===== config.mk =====
export PLATFORM = sky130hd
export DESIGN_NAME = joystick_axis_calibrate_map
export DESIGN_NICKNAME = d
export VERILOG_FILES = /design/src/rtl/jacm_pkg.sv /design/src/rtl/joystick_axis_calibrate_map.sv
export SDC_FILE = /design/constraint.sdc
export NUM_CORES = 2
export LEC_CHECK = 0
export ABC_AREA = 0
export BUFFER_PORTS_ARGS = -buffer_cell sky130_fd_sc_hd__clkbuf_2
export CAP_MARGIN = 0
export CORE_AREA = 3 3 237 332
export DETAILED_ROUTE_END_ITERATION = 16
export DIE_AREA = 0 0 240 335
export GPL_TIMING_DRIVEN = 0
export PLACE_DENSITY = 0.73
export REMOVE_ABC_BUFFERS = 1
export SETUP_SLACK_MARGIN = 0.1
export SLEW_MARGIN = 15
export SYNTH_ARGS = -nofsm -noshare
export SYNTH_HDL_FRONTEND = slang
export SYNTH_SLANG_ARGS = --single-unit
export TNS_END_PERCENT = 100

===== constraint.sdc =====
create_clock -name clk -period 5.2 [get_ports clk]
set_input_delay 1.04 -clock clk [delete_from_list [all_inputs] [get_ports clk]]
set_output_delay 1.04 -clock clk [all_outputs]
set_load 0.01 [all_outputs]

===== src/rtl/jacm_pkg.sv =====
// ============================================================================
// jacm_pkg: shared definitions for the joystick axis calibration block
// Register indexes, reset values, fixed widths and pipeline depth.
// ============================================================================
package jacm_pkg;

    // Default raw sample width and fixed output value width.
    localparam int SAMPLE_BITS_DEF = 12;
    localparam int OUT_BITS        = 12;

    // The scaled offset never exceeds the output span, so the quotient
    // needs one restoring step for each output bit.
    localparam int DIV_STEPS = OUT_BITS;

    // Clamp, offset, selection, product plus divider steps, output register.
    localparam int PIPE_DEPTH = 3 + (DIV_STEPS + 1) + 1;

    // Configuration register indexes.
    typedef enum logic [2:0] {
        REG_IN_LOW    = 3'd0,
        REG_IN_MID    = 3'd1,
        REG_IN_HIGH   = 3'd2,
        REG_DEAD_BAND = 3'd3,
        REG_FLIP_AXIS = 3'd4,
        REG_OUT_LOW   = 3'd5,
        REG_OUT_MID   = 3'd6,
        REG_OUT_HIGH  = 3'd7
    } cfg_reg_t;

    // Reset values of the configuration registers.
    localparam int RST_IN_LOW    = 1435;
    localparam int RST_IN_MID    = 1835;
    localparam int RST_IN_HIGH   = 2235;
    localparam int RST_DEAD_BAND = 100;
    localparam int RST_FLIP_AXIS = 1;
    localparam int RST_OUT_LOW   = 'hFA;
    localparam int RST_OUT_MID   = 'h740;
    localparam int RST_OUT_HIGH  = 'hF47;

endpackage


===== src/rtl/joystick_axis_calibrate_map.sv =====
// ============================================================================
// joystick_axis_calibrate_map
// Dead band and piecewise-linear calibration of one joystick axis sample.
// ============================================================================
//
//  Channel   Direction  Handshake           Payload
//  --------  ---------  ------------------  ---------------------------
//  input     in         in_valid/in_stall   raw_sample
//  output    out        out_valid/out_stall axis_value, in_dead_band
//  config    in         cfg_write           cfg_index, cfg_data
//
// One sample is accepted per cycle while in_stall is low; each result passes
// through every stage in order and is held until taken with out_stall low.
// The restoring divider has twelve register stages, one quotient bit each,
// behind the clamp, offset, selection and product stages of the pipeline.
// Every stage holds its own valid bit and advances whenever the stage after
// it is empty or moving, so bubbles close up while the output is stalled.
// Reset clears all valid bits and loads the default calibration.
// ============================================================================
module joystick_axis_calibrate_map
    import jacm_pkg::*;
#(
    parameter int SAMPLE_BITS = SAMPLE_BITS_DEF,
    localparam int CFG_BITS = (SAMPLE_BITS > OUT_BITS) ? SAMPLE_BITS : OUT_BITS
)
(
    input  logic                   clk,
    input  logic                   rst_n,

    input  logic                   cfg_write,
    input  logic [2:0]             cfg_index,
    input  logic [CFG_BITS-1:0]    cfg_data,

    input  logic                   in_valid,
    output logic                   in_stall,
    input  logic [SAMPLE_BITS-1:0] raw_sample,

    output logic                   out_valid,
    input  logic                   out_stall,
    output logic [OUT_BITS-1:0]    axis_value,
    output logic                   in_dead_band
);

    localparam int SB = SAMPLE_BITS;
    localparam int PW = SAMPLE_BITS + OUT_BITS;
    localparam int NDV = DIV_STEPS + 1;

    // ------------------------------------------------------------------
    // Configuration registers
    // ------------------------------------------------------------------
    logic [SB-1:0]       in_low_reg;
    logic [SB-1:0]       in_mid_reg;
    logic [SB-1:0]       in_high_reg;
    logic [SB-1:0]       dead_band_reg;
    logic                flip_axis_reg;
    logic [OUT_BITS-1:0] out_low_reg;
    logic [OUT_BITS-1:0] out_mid_reg;
    logic [OUT_BITS-1:0] out_high_reg;

    // Register writes; bits above a register's width are dropped.
    always_ff @(posedge clk or negedge rst_n)
    begin
        if (!rst_n)
        begin
            in_low_reg    <= SB'(RST_IN_LOW);
            in_mid_reg    <= SB'(RST_IN_MID);
            in_high_reg   <= SB'(RST_IN_HIGH);
            dead_band_reg <= SB'(RST_DEAD_BAND);
            flip_axis_reg <= 1'(RST_FLIP_AXIS);
            out_low_reg   <= OUT_BITS'(RST_OUT_LOW);
            out_mid_reg   <= OUT_BITS'(RST_OUT_MID);
            out_high_reg  <= OUT_BITS'(RST_OUT_HIGH);
        end
        else if (cfg_write)
        begin
            unique case (cfg_reg_t'(cfg_index))
                REG_IN_LOW:    in_low_reg    <= cfg_data[SB-1:0];
                REG_IN_MID:    in_mid_reg    <= cfg_data[SB-1:0];
                REG_IN_HIGH:   in_high_reg   <= cfg_data[SB-1:0];
                REG_DEAD_BAND: dead_band_reg <= cfg_data[SB-1:0];
                REG_FLIP_AXIS: flip_axis_reg <= cfg_data[0];
                REG_OUT_LOW:   out_low_reg   <= cfg_data[OUT_BITS-1:0];
                REG_OUT_MID:   out_mid_reg   <= cfg_data[OUT_BITS-1:0];
                REG_OUT_HIGH:  out_high_reg  <= cfg_data[OUT_BITS-1:0];
                default:       ;
            endcase
        end
    end

    // ------------------------------------------------------------------
    // Pipeline registers
    // ------------------------------------------------------------------
    // Stage A: clamped sample.
    logic          a_vld_reg;
    logic [SB-1:0] a_samp_reg;
    logic [SB-1:0] a_samp_next;

    // Stage B: offset magnitude, direction and signed half range.
    logic          b_vld_reg;
    logic          b_pos_reg;
    logic [SB-1:0] b_mag_reg;
    logic [SB:0]   b_den_reg;
    logic          b_pos_next;
    logic [SB-1:0] b_mag_next;
    logic [SB:0]   b_den_next;

    // Stage C: dead band flag, ratio terms and output span.
    logic                c_vld_reg;
    logic                c_dead_reg;
    logic [SB-1:0]       c_num_reg;
    logic [SB-1:0]       c_den_reg;
    logic                c_neg_reg;
    logic [OUT_BITS-1:0] c_span_reg;
    logic                c_dead_next;
    logic [SB-1:0]       c_num_next;
    logic [SB-1:0]       c_den_next;
    logic                c_neg_next;
    logic [OUT_BITS-1:0] c_span_next;
    logic                c_up;
    logic                c_bad;

    // Divider stages: entry 0 holds the product, entry k the k-th step.
    logic                dv_vld_reg  [NDV];
    logic                dv_dead_reg [NDV];
    logic                dv_neg_reg  [NDV];
    logic [SB-1:0]       dv_den_reg  [NDV];
    logic [SB-1:0]       dv_rem_reg  [NDV];
    logic [OUT_BITS-1:0] dv_low_reg  [NDV];
    logic [OUT_BITS-1:0] dv_q_reg    [NDV];
    logic [SB-1:0]       dv_rem_next [NDV];
    logic [OUT_BITS-1:0] dv_low_next [NDV];
    logic [OUT_BITS-1:0] dv_q_next   [NDV];
    logic [PW-1:0]       dv_prod;

    // Output register.
    logic                out_vld_reg;
    logic [OUT_BITS-1:0] out_value_reg;
    logic                out_dead_reg;
    logic [OUT_BITS-1:0] out_value_next;

    // Stage ready flags.
    logic rdy_a;
    logic rdy_b;
    logic rdy_c;
    logic rdy_out;
    logic dv_rdy [NDV];

    // ------------------------------------------------------------------
    // Flow control: a stage may load when it is empty or its item moves on.
    // ------------------------------------------------------------------
    always_comb
    begin
        rdy_out = !out_vld_reg || !out_stall;
        for (int k = NDV - 1; k >= 0; k--)
        begin
            if (k == NDV - 1)
            begin
                dv_rdy[k] = !dv_vld_reg[k] || rdy_out;
            end
            else
            begin
                dv_rdy[k] = !dv_vld_reg[k] || dv_rdy[k + 1];
            end
        end
        rdy_c = !c_vld_reg || dv_rdy[0];
        rdy_b = !b_vld_reg || rdy_c;
        rdy_a = !a_vld_reg || rdy_b;
    end

    assign in_stall = !rdy_a;

    // ------------------------------------------------------------------
    // Stage A logic: raise to the minimum, then lower to the maximum.
    // ------------------------------------------------------------------
    always_comb
    begin
        a_samp_next = (raw_sample < in_low_reg) ? in_low_reg : raw_sample;
        if (a_samp_next > in_high_reg)
        begin
            a_samp_next = in_high_reg;
        end
    end

    // ------------------------------------------------------------------
    // Stage B logic: offset from center and the half range on that side.
    // ------------------------------------------------------------------
    always_comb
    begin
        b_pos_next = a_samp_reg > in_mid_reg;
        if (b_pos_next)
        begin
            b_mag_next = a_samp_reg - in_mid_reg;
            b_den_next = {1'b0, in_high_reg} - {1'b0, in_mid_reg};
        end
        else
        begin
            b_mag_next = in_mid_reg - a_samp_reg;
            b_den_next = {1'b0, in_mid_reg} - {1'b0, in_low_reg};
        end
    end

    // ------------------------------------------------------------------
    // Stage C logic: dead band test, full deflection fallback, span choice.
    // ------------------------------------------------------------------
    always_comb
    begin
        c_dead_next = b_mag_reg <= dead_band_reg;
        c_bad       = b_den_reg[SB] || (b_den_reg == '0) || ({1'b0, b_mag_reg} > b_den_reg);
        c_num_next  = c_bad ? SB'(1) : b_mag_reg;
        c_den_next  = c_bad ? SB'(1) : b_den_reg[SB-1:0];
        c_up        = b_pos_reg != flip_axis_reg;
        if (c_up)
        begin
            c_neg_next  = out_high_reg < out_mid_reg;
            c_span_next = c_neg_next ? (out_mid_reg - out_high_reg)
                                     : (out_high_reg - out_mid_reg);
        end
        else
        begin
            c_neg_next  = out_low_reg < out_mid_reg;
            c_span_next = c_neg_next ? (out_mid_reg - out_low_reg)
                                     : (out_low_reg - out_mid_reg);
        end
    end

    // ------------------------------------------------------------------
    // Product and restoring division steps, one quotient bit per stage.
    // The product is below den * 2^OUT_BITS, so its upper part starts as
    // a valid remainder.
    // ------------------------------------------------------------------
    assign dv_prod = PW'(c_num_reg) * PW'(c_span_reg);

    always_comb
    begin
        logic [SB:0] trial;
        logic        take;
        dv_rem_next[0] = dv_prod[PW-1:OUT_BITS];
        dv_low_next[0] = dv_prod[OUT_BITS-1:0];
        dv_q_next[0]   = '0;
        for (int k = 1; k < NDV; k++)
        begin
            trial          = {dv_rem_reg[k-1], dv_low_reg[k-1][OUT_BITS-1]};
            take           = trial >= {1'b0, dv_den_reg[k-1]};
            dv_rem_next[k] = take ? SB'(trial - {1'b0, dv_den_reg[k-1]}) : SB'(trial);
            dv_low_next[k] = {dv_low_reg[k-1][OUT_BITS-2:0], 1'b0};
            dv_q_next[k]   = {dv_q_reg[k-1][OUT_BITS-2:0], take};
        end
    end

    // ------------------------------------------------------------------
    // Output logic: floor upward, ceiling downward, then clamp; dead band gives the middle value.
    // ------------------------------------------------------------------
    always_comb
    begin
        logic [OUT_BITS:0]          step;
        logic signed [OUT_BITS+1:0] res;
        logic signed [OUT_BITS+1:0] lim_lo;
        logic signed [OUT_BITS+1:0] lim_hi;
        step   = {1'b0, dv_q_reg[NDV-1]}
               + (OUT_BITS + 1)'(dv_neg_reg[NDV-1] && (dv_rem_reg[NDV-1] != '0));
        lim_lo = $signed({2'b00, out_low_reg});
        lim_hi = $signed({2'b00, out_high_reg});
        if (dv_neg_reg[NDV-1])
        begin
            res = $signed({2'b00, out_mid_reg}) - $signed({1'b0, step});
        end
        else
        begin
            res = $signed({2'b00, out_mid_reg}) + $signed({1'b0, step});
        end
        if (res < lim_lo)
        begin
            res = lim_lo;
        end
        else if (res > lim_hi)
        begin
            res = lim_hi;
        end
        out_value_next = dv_dead_reg[NDV-1] ? out_mid_reg : res[OUT_BITS-1:0];
    end

    // ------------------------------------------------------------------
    // Valid bits.
    // ------------------------------------------------------------------
    always_ff @(posedge clk or negedge rst_n)
    begin
        if (!rst_n)
        begin
            a_vld_reg   <= 1'b0;
            b_vld_reg   <= 1'b0;
            c_vld_reg   <= 1'b0;
            out_vld_reg <= 1'b0;
            for (int k = 0; k < NDV; k++)
            begin
                dv_vld_reg[k] <= 1'b0;
            end
        end
        else
        begin
            if (rdy_a)
            begin
                a_vld_reg <= in_valid;
            end
            if (rdy_b)
            begin
                b_vld_reg <= a_vld_reg;
            end
            if (rdy_c)
            begin
                c_vld_reg <= b_vld_reg;
            end
            if (dv_rdy[0])
            begin
                dv_vld_reg[0] <= c_vld_reg;
            end
            for (int k = 1; k < NDV; k++)
            begin
                if (dv_rdy[k])
                begin
                    dv_vld_reg[k] <= dv_vld_reg[k-1];
                end
            end
            if (rdy_out)
            begin
                out_vld_reg <= dv_vld_reg[NDV-1];
            end
        end
    end

    // ------------------------------------------------------------------
    // Payload registers, loaded when the stage takes a transaction.
    // ------------------------------------------------------------------
    always_ff @(posedge clk)
    begin
        if (rdy_a && in_valid)
        begin
            a_samp_reg <= a_samp_next;
        end
        if (rdy_b && a_vld_reg)
        begin
            b_pos_reg <= b_pos_next;
            b_mag_reg <= b_mag_next;
            b_den_reg <= b_den_next;
        end
        if (rdy_c && b_vld_reg)
        begin
            c_dead_reg <= c_dead_next;
            c_num_reg  <= c_num_next;
            c_den_reg  <= c_den_next;
            c_neg_reg  <= c_neg_next;
            c_span_reg <= c_span_next;
        end
        if (dv_rdy[0] && c_vld_reg)
        begin
            dv_dead_reg[0] <= c_dead_reg;
            dv_neg_reg[0]  <= c_neg_reg;
            dv_den_reg[0]  <= c_den_reg;
            dv_rem_reg[0]  <= dv_rem_next[0];
            dv_low_reg[0]  <= dv_low_next[0];
            dv_q_reg[0]    <= dv_q_next[0];
        end
        for (int k = 1; k < NDV; k++)
        begin
            if (dv_rdy[k] && dv_vld_reg[k-1])
            begin
                dv_dead_reg[k] <= dv_dead_reg[k-1];
                dv_neg_reg[k]  <= dv_neg_reg[k-1];
                dv_den_reg[k]  <= dv_den_reg[k-1];
                dv_rem_reg[k]  <= dv_rem_next[k];
                dv_low_reg[k]  <= dv_low_next[k];
                dv_q_reg[k]    <= dv_q_next[k];
            end
        end
        if (rdy_out && dv_vld_reg[NDV-1])
        begin
            out_value_reg <= out_value_next;
            out_dead_reg  <= dv_dead_reg[NDV-1];
        end
    end

    assign out_valid    = out_vld_reg;
    assign axis_value   = out_value_reg;
    assign in_dead_band = out_dead_reg;

endmodule


==> impl_metrics.xml <==
<?xml version="1.0" encoding="UTF-8"?>
<metrics>
  <group name="global_route">
    <metric name="grt_usage" unit="%">22.5</metric>
    <metric name="grt_antenna_before_repair" unit="">3</metric>
    <metric name="grt_remaining_overflow" unit="">0</metric>
    <metric name="grt_start_max_net_pins" unit="">93</metric>
    <metric name="via_count_of_the_first_global_routing_pass" unit="">28500</metric>
    <metric name="grt_first_pass_wirelength" unit="µm">143000</metric>
  </group>
  <group name="floorplanning">
    <metric name="die_height" unit="µm">335</metric>
    <metric name="floorplan.initialDensity" unit="%">54.6</metric>
    <metric name="design.core.area" unit="mm²">0.0763</metric>
    <metric name="ios" unit="">47</metric>
    <metric name="floorplan.die.width" unit="µm">240</metric>
    <metric name="core.rowCount" unit="">120</metric>
    <metric name="die_area" unit="mm²">0.0804</metric>
  </group>
  <group name="yosys">
    <metric name="synth_simple_gate_area_share" unit="%">10.6</metric>
    <metric name="synth.top_cells.by_area" unit="">edfxtp_1, ha_1, fa_1</metric>
    <metric name="post_synth_inst_count" unit="">3620</metric>
    <metric name="synth_enable_flop_cells" unit="">571</metric>
    <metric name="synth_top_family_by_area" unit="">adder cells</metric>
    <metric name="syn-cell-area" unit="mm²">0.0417</metric>
    <metric name="synth-seq-cells" unit="">673</metric>
    <metric name="post_synth.cell_area_avg" unit="µm²">11.5</metric>
    <metric name="ys.warnings.count" unit="">0</metric>
    <metric name="synth_common_cells" unit="">edfxtp_1, inv_1, ha_1</metric>
    <metric name="synth.largest_area_cell" unit="">edfxtp_1</metric>
    <metric name="synth.yosys.seq_area_share" unit="%">47.4</metric>
    <metric name="synth.mux.area_fraction" unit="%">6.89</metric>
    <metric name="dominantRegCellSynth" unit="">edfxtp_1</metric>
    <metric name="synth_xor_xnor_area_share" unit="%">3.30</metric>
    <metric name="synth_cell_type_count" unit="">79</metric>
    <metric name="async_flop_share" unit="%">15.2</metric>
    <metric name="adder_cell_area_share_of_the_yosys_netlist" unit="%">17.3</metric>
    <metric name="area_fraction_in_compound_gates_after_synthesis" unit="%">9.54</metric>
    <metric name="synthDominantCellAreaShare" unit="%">41.1</metric>
    <metric name="library_cell_with_the_highest_instance_count_after_synthesis" unit="">edfxtp_1</metric>
  </group>
  <group name="detailed_routing">
    <metric name="drc" unit="">0</metric>
    <metric name="routed_wl" unit="µm">89300</metric>
    <metric name="first_iter_violations" unit="">1381</metric>
    <metric name="route.antenna.remaining_nets" unit="">0</metric>
    <metric name="wl_per_cell" unit="µm">18.6</metric>
    <metric name="post_drt_via_cell_ratio" unit="">5.65</metric>
    <metric name="detail_route.first_pass.iterations" unit="">5</metric>
    <metric name="via_count" unit="">27200</metric>
  </group>
  <group name="setup_path">
    <metric name="startpoint_of_the_worst_slack_reg_to_reg_timing_path" unit="">dv_rem_reg[1][54]</metric>
    <metric name="worstSetupEndpointType" unit="">register</metric>
    <metric name="critical_path.startpoint" unit="">dv_rem_reg[1][54]</metric>
    <metric name="cp.required" unit="ns">5.63</metric>
    <metric name="path_max_fanout" unit="">5</metric>
    <metric name="cp.arrival" unit="ns">6.06</metric>
    <metric name="critical_path.startpoint_type" unit="">register</metric>
    <metric name="timing_worst_setup_path_type" unit="">register to register</metric>
  </group>
  <group name="sta">
    <metric name="worst-slew-pin-transition" unit="ns">1.14</metric>
    <metric name="timing.final.crit_share" unit="%">108</metric>
    <metric name="skew" unit="ns">0.0310</metric>
    <metric name="grt_setup_unrepaired" unit="">yes</metric>
    <metric name="slew-limit-headroom" unit="%">24.1</metric>
    <metric name="setup_slack" unit="ns">-0.437</metric>
    <metric name="timing_max_transition_violations_final" unit="">0</metric>
    <metric name="finalSetupViolations" unit="">12</metric>
    <metric name="finalCriticalPeriod" unit="ns">5.64</metric>
    <metric name="hold_viol" unit="">0</metric>
    <metric name="finalSetupTns" unit="ns">-4.30</metric>
    <metric name="fmax" unit="MHz">177</metric>
  </group>
  <group name="placement">
    <metric name="gp_congestion" unit="">0.882</metric>
    <metric name="hpwl_dp" unit="µm">66100</metric>
    <metric name="placement.cell_area" unit="mm²">0.0433</metric>
    <metric name="buffer_ports.inserted" unit="">46</metric>
    <metric name="place.detailed.instances" unit="">4586</metric>
  </group>
  <group name="clock_tree">
    <metric name="numClockSinks" unit="">673</metric>
    <metric name="clkSlewWorstSetupHoldPaths" unit="ns">0.06</metric>
    <metric name="htree_levels" unit="">3</metric>
    <metric name="clock_tree_from_tritoncts" unit="">done</metric>
    <metric name="cts_root_buf" unit="">clkbuf_16</metric>
    <metric name="cts.path.max_buffers" unit="">3</metric>
    <metric name="ctsHoldBuffers" unit="">0</metric>
    <metric name="tritoncts.num_buffers" unit="">70</metric>
    <metric name="worstSkewPairLatency" unit="ns">0.62</metric>
  </group>
  <group name="final_layout">
    <metric name="fin_util" unit="%">61.6</metric>
    <metric name="area_growth_syn_to_layout" unit="%">12.7</metric>
    <metric name="number_of_flip_flops_in_the_largest_register" unit="">156</metric>
    <metric name="finish.instance_area" unit="mm²">0.0470</metric>
    <metric name="ratio_of_cells_with_drive_above_1_in_the_final_layout" unit="%">16.9</metric>
    <metric name="final_cell_count_no_fill" unit="">4811</metric>
    <metric name="layout.nets" unit="">4316</metric>
    <metric name="ant_cells" unit="">0</metric>
  </group>
  <group name="flow_run">
    <metric name="max_cap_viol_count" unit="">0</metric>
  </group>
  <group name="outcome">
    <metric name="outcome" unit="">finished with violations</metric>
    <metric name="violations" unit="">setup timing</metric>
  </group>
  <group name="worst_hold_path">
    <metric name="timing.hold.worst.class" unit="">primary input to asynchronous set/reset pin</metric>
  </group>
</metrics>
worst max-delay path: stages (launching register included):
cell and delay [ns]:
edfxtp_1 0.41, nor4_4 0.35, a31oi_4 0.14, ha_4 0.20
ha_4 0.17, nand2_2 0.08, nor2_2 0.04, o311a_1 0.35
mux2i_1 0.15, a221oi_2 0.28, xnor2_1 0.17, ha_1 0.27
o21a_1 0.20, o21ai_2 0.20, a311oi_2 0.06, a211oi_2 0.31
o21bai_1 0.12, a21oi_2 0.19, xnor2_2 0.12, ha_4 0.31
nand4_1 0.11, o32a_1 0.41, o21ai_4 0.12, a21oi_4 0.09
buf_6 0.15, mux2i_4 0.18, o221ai_2 0.25
through the flow:
step / setup WS [ns] / hold WS [ns]
6_report: -0.437 / 0.251
4_1_cts: -0.385 / 0.218
3_5_place_dp: -1.64 / 0.405
5_1_grt: -0.624 / 0.230
2_1_floorplan: -0.296 / 0.400
3_3_place_gp: -1.57 / 0.400
per-layer routing:
metal,track usage [%],vias to the layer above,wire [µm]
met5,0,-,0
met4,12.2,0,5050
met3,2.64,266,3090
li1,-,13200,-
met2,42.8,590,48500
met1,23.9,13200,32700
cells in the final DEF, fill, tap and decap left out, drive strengths merged, types with 121 or more instances in the layout:
| cell | instances |
|---|---|
| nand2 | 281 |
| inv | 467 |
| nor2 | 174 |
| ha | 384 |
| o21ai | 155 |
| edfxtp | 571 |
| fa | 121 |
| clkbuf | 125 |
| mux2 | 190 |
| xnor2 | 121 |
final cells by class:
type	count	area, µm²
Fill cell	5771	29300
Timing Repair Buffer	163	1380
Multi-Input combinational cell	2411	20600
Clock buffer	79	1800
Clock inverter	49	517
Sequential cell	673	19800
Tap cell	976	1220
Inverter	460	1730
worst paths after layout:
path,endpoint,slack (ns),depth (start not counted)
max,axis_value[4],-0.44,26
min,in_high_reg[2],0.25,1
max reg2reg,axis_value[4],-0.44,26
min reg2reg,dv_dead_reg[0][4],0.40,0
max in group asynchronous,out_low_reg[1],4.22,2
min in group clk,dv_dead_reg[0][4],0.40,0
logic make-up after synthesis:
| kind of cell | Yosys count |
|---|---|
| compound gates | 591 |
| xor+xnor | 156 |
| fa+ha+maj | 505 |
| buf+inv | 537 |
| flops | 673 |
| mux | 263 |
| simple gates | 895 |
repair_timing:
action | CTS | global route
cloned | 1 | 0
gates resized for setup | 98 | 38
pin swaps | 70 | 42
buffers inserted | 82 | 14
endpoints found under the setup margin | 35 | 32
endpoints found under the hold margin | 0 | 0
Power is left out: the tool's default activity adds up to more than one toggle a clock period on the data nets, which glitch-free logic cannot reach.
